==> src/rtl/rau_pkg.sv <==
`timescale 1ns / 1ps
package rau_pkg;

  localparam int VALUE_WIDTH = 32;
  localparam int WIDE = 64;

  typedef enum logic [2:0] {
    K_ADD = 3'd0,
    K_SUB = 3'd1,
    K_MUL = 3'd2,
    K_DIV = 3'd3,
    K_NEG = 3'd4,
    K_RED = 3'd5,
    K_CMP = 3'd6,
    K_NOP = 3'd7
  } kind_t;

  typedef enum logic [1:0] {
    STAT_OK   = 2'd0,
    STAT_ZDEN = 2'd1,
    STAT_OVF  = 2'd2
  } status_t;

  typedef enum logic [3:0] {
    ST_IDLE,
    ST_M0,
    ST_M1,
    ST_M2,
    ST_M3,
    ST_FORM,
    ST_TZ,
    ST_GCD,
    ST_DN,
    ST_DD,
    ST_CHK,
    ST_FIN
  } state_t;

  typedef struct packed {
    logic busy;
    logic done;
  } div_stat_t;

endpackage

==> src/rtl/rau_divider.sv <==
`timescale 1ns / 1ps
module rau_divider import rau_pkg::*; (
  input  logic              clk,
  input  logic              rst,
  input  logic              start,
  input  logic [WIDE-1:0]   dividend,
  input  logic [WIDE-1:0]   divisor,
  output div_stat_t         stat,
  output logic [WIDE-1:0]   quotient
);

  localparam int CW = $clog2(WIDE);

  logic [WIDE-1:0] rem;
  logic [WIDE-1:0] quo;
  logic [WIDE-1:0] dvs;
  logic [CW-1:0]   cnt;
  logic            busy;
  logic            done;
  logic [WIDE:0]   trial;

  assign trial = {rem, quo[WIDE-1]};

  always_ff @(posedge clk) begin
    if (rst) begin
      busy <= 1'b0;
      done <= 1'b0;
      cnt  <= '0;
    end else begin
      done <= 1'b0;
      if (start) begin
        busy <= 1'b1;
        cnt  <= '0;
      end else if (busy) begin
        cnt <= cnt + 1'b1;
        if (cnt == CW'(WIDE - 1)) begin
          busy <= 1'b0;
          done <= 1'b1;
        end
      end
    end
  end

  always_ff @(posedge clk) begin
    if (start) begin
      rem <= '0;
      quo <= dividend;
      dvs <= divisor;
    end else if (busy) begin
      if (trial >= {1'b0, dvs}) begin
        rem <= WIDE'(trial - {1'b0, dvs});
        quo <= {quo[WIDE-2:0], 1'b1};
      end else begin
        rem <= trial[WIDE-1:0];
        quo <= {quo[WIDE-2:0], 1'b0};
      end
    end
  end

  assign stat.busy = busy;
  assign stat.done = done;
  assign quotient  = quo;

endmodule

==> config.mk <==
export PLATFORM = sky130hd
export DESIGN_NAME = rau_divider
export DESIGN_NICKNAME = d
export VERILOG_FILES = /design/src/rtl/rau_pkg.sv /design/src/rtl/rau_divider.sv
export SDC_FILE = /design/constraint.sdc
export NUM_CORES = 1
export LEC_CHECK = 0
export BUFFER_PORTS_ARGS = -buffer_cell sky130_fd_sc_hd__buf_2
export CORE_MARGIN = 2
export CORE_UTILIZATION = 50
export CTS_CLUSTER_DIAMETER = 120
export DETAILED_ROUTE_END_ITERATION = 16
export PLACE_DENSITY = 0.74
export SLEW_MARGIN = 20
export SYNTH_ARGS = -nofsm -noshare
export SYNTH_HDL_FRONTEND = slang
export SYNTH_SLANG_ARGS = --single-unit
export TNS_END_PERCENT = 100
==> constraint.sdc <==
create_clock -name clk -period 9.7 [get_ports clk]
set_clock_uncertainty 0.15 [all_clocks]
set_input_delay 1.455 -clock clk [delete_from_list [all_inputs] [get_ports clk]]
set_output_delay 1.455 -clock clk [all_outputs]
set_load 0.03 [all_outputs]
==> flow_summary.toml <==
[placed_design]
place_area_um2 = 13100
place.gp.congestion = 0.936
placed_cells = 1697
io_buffers = 196
post-dp-hpwl_mm = 22.0

[timing]
period_needed_ns = 3.86
rsz0062_at_grt = "no"
fin_setup_tns_ns = 0
max_freq_mhz = 259
finalSetupViolCount = 0
finalHoldViolCount = 0
maxSlewHeadroom = 0.437
whs_ns = 0.343
maxSlewViolCount = 0
finalCritPeriodShare = 0.398
worst_slew_pin_slew_ns = 0.844

[floorplanning]
die_w_um = 159
start_util = 0.509
pin_count = 197
rows = 56
dieHeight_um = 159
die-area_um2 = 25200
coreArea_um2 = 23500

[cts]
cts_sinks = 200
cts_tree = "done"
clockBufferDepth = 2
h-tree-depth = 4
path_clk_slew_ns = 0.08
hold_buffers = 0
postCtsSetupBuffers = 0
clock_latency_ns = 0.45
cts_resized = 0
numCtsBuffers = 17
ctsRootBufferMaster = "clkbuf_16"

[yosys]
yosys_warnings = 0
synthesis.nets = 1443
synth-seq-cells = 200
syn_inst = 1246
yosys.area.top_type = "edfxtp_1"
ys_types = 74
ys_seq_area_frac = 0.442
synth.top_cell.area_share = 0.322
postSynthAreaPerCell_um2 = 9.59
synth-main-ff-cell = "edfxtp_1"
synth_area_leaders = "edfxtp_1 (32%), dfxtp_1 (12%), ha_1 (6.8%)"
synth_edf_count = 128
async_flop_share = 0
syn_area_um2 = 11900

[layout]
drive_gt1_frac = 0.232
nets = 1594
fin_area_um2 = 13700
antenna_cells = 0
syn_to_final_growth_pct = 14.7
instances_no_fill = 1729
fillers = 2061

[power]
powerDensity_nw_per_um2 = 181
leakage_nw = 5.64
irDropWorstVdd_uv = 141

[hold_path]
min_path_type = "reg -> reg"
hold_depth = 2

[routing]
dr.pass1.iters = 7
viasPerCell = 5.78
wire_per_inst_um = 17.5
drc = 0
routed_wirelength_mm = 30.3
drt_iter0_drc = 834
num_vias = 9988
drtAntennaViolNets = 0

[grt]
grt_pass1_vias = 9681
grt.total_usage = 0.246
grt_max_degree = 80
antenna_found_initial = 0
overflow = 0
grt_pass1_wl_mm = 48.7

[critical_path]
endpoint_kind = "register"
required_ns = 9.90
rr_worst_depth = 12
critPathKind = "reg -> reg"
worstPathArrival_ns = 4.06
start_kind = "register"
critPathMaxFanout = 5

[flow_run]
maxCapViolations = 0

[run_status]
run_status = "finished clean"
==> sequential cells by signal, indices dropped and copies added (netlist names) <==
register  count
busy          1
cnt           6
done          1
dvs          64
quotient     64
rem          64
==> through the flow <==
stage	setup slack, ns	util	power [mW]
floorplan	6.10	-	1.57
global placement	5.81	0.557	1.74
detailed placement	5.77	0.557	1.75
CTS	5.85	0.584	2.49
global route	5.48	0.584	2.61
finish	5.84	0.584	2.48
==> cell families (layout without fill, tap and decap cells) <==
| logic type | Yosys count | after routing | synth area share |
|---|---|---|---|
| compound gates | 325 | 325 | 0.188 |
| fa+ha+maj | 66 | 66 | 0.0697 |
| mux | 70 | 70 | 0.0655 |
| buf+inv | 156 | 320 | 0.0524 |
| simple gates | 377 | 377 | 0.144 |
| flops | 200 | 200 | 0.442 |
| xor+xnor | 52 | 52 | 0.0381 |
==> worst max-delay path, cell delays in order, from the launching register on <==
cell	delay (ns)
edfxtp_1	0.32
inv_1	0.05
ha_1	0.36
nand3_1	0.14
o21ba_2	0.28
o21ai_0	0.14
a211oi_1	0.41
o2111ai_1	0.26
a21boi_0	0.65
a21oi_1	0.32
o2111ai_1	0.27
o31ai_1	0.12
o32ai_1	0.29
==> layer usage <==
metal | up-vias | wire [um] | track usage
li1 | 4872 | - | -
met1 | 4705 | 13300 | 0.323
met2 | 367 | 14300 | 0.406
met3 | 44 | 2110 | 0.0561
met4 | 0 | 506 | 0.0768
met5 | - | 0 | 0
==> report_power, final <==
group          switching (mW)  total (mW)  leakage [nW]  internal (mW)
sequential             0.0522        1.05          1.86          0.994
combinational           0.437       0.695          3.48          0.258
clock                   0.386       0.741         0.296          0.355
total                   0.875        2.48          5.64           1.61
==> final cells by class <==
| class | instances | area, um2 | area share |
|---|---|---|---|
| Tap cell | 319 | 399 | 0.0291 |
| Multi-Input combinational cell | 890 | 6040 | 0.441 |
| Clock buffer | 17 | 425 | 0.0311 |
| Inverter | 87 | 327 | 0.0238 |
| Clock inverter | 15 | 193 | 0.0141 |
| Timing Repair Buffer | 201 | 1020 | 0.0748 |
| Sequential cell | 200 | 5290 | 0.386 |
==> cell usage after synthesis (4+ instances only) <==
cell      instances
buf_2            14
nand3_1          15
nor4_1            6
a21boi_0          4
a31oi_1           8
a21oi_1          95
nand2_1         164
inv_1            86
and2_1            5
edfxtp_1        128
o21a_1           10
a21o_1           24
clkbuf_1         50
o21bai_1         17
nor2b_1           8
or3_1             9
nor3_1           19
mux2_2           65
dfxtp_1          72
nor2_1           94
ha_1             65
xnor2_1          36
xor2_1           16
o211ai_1          8
o31ai_1           7
or2_2             5
a211oi_1         11
a311oi_1         44
o31a_1            4
mux2i_1           4
o21ai_0          46
nand2b_1          4
and3_1            6
o22ai_1           5
nand4_1          28
a31o_2            5
==> placed cells by master, fill, tap and decap left out, types with 6 or more instances in the layout <==
| master | synthesis | final |
|---|---|---|
| a31oi_1 | 8 | 8 |
| dfxtp_1 | 72 | 71 |
| nor3_1 | 19 | 19 |
| o21bai_1 | 17 | 17 |
| a311oi_1 | 44 | 44 |
| mux2_2 | 65 | 65 |
| nand4_1 | 28 | 28 |
| xor2_1 | 16 | 16 |
| o31ai_1 | 7 | 7 |
| a21o_1 | 24 | 24 |
| clkbuf_16 | 0 | 17 |
| and3_1 | 6 | 6 |
| a211oi_1 | 11 | 11 |
| nand2_1 | 164 | 162 |
| inv_1 | 86 | 86 |
| nand3_1 | 15 | 15 |
| xnor2_1 | 36 | 36 |
| nor4_1 | 6 | 6 |
| buf_2 | 14 | 195 |
| o21ai_0 | 46 | 46 |
| edfxtp_1 | 128 | 128 |
| nor2_1 | 94 | 94 |
| a21oi_1 | 95 | 95 |
| o211ai_1 | 8 | 8 |
| nor2b_1 | 8 | 8 |
| or3_1 | 9 | 9 |
| o21a_1 | 10 | 10 |
| ha_1 | 65 | 65 |
==> final timing paths <==
check	from	end	slack [ns]
worst max-delay path	dvs[3]$_DFFE_PP_	rem[59]$_SDFFE_PP0P_	5.84
worst min register to register	cnt[5]$_SDFFE_PP0P_	cnt[5]$_SDFFE_PP0P_	0.34
worst max register to register	dvs[3]$_DFFE_PP_	rem[59]$_SDFFE_PP0P_	5.84
worst min-delay path	cnt[5]$_SDFFE_PP0P_	cnt[5]$_SDFFE_PP0P_	0.34
No activity file was read; power rests on OpenSTA's default activity.
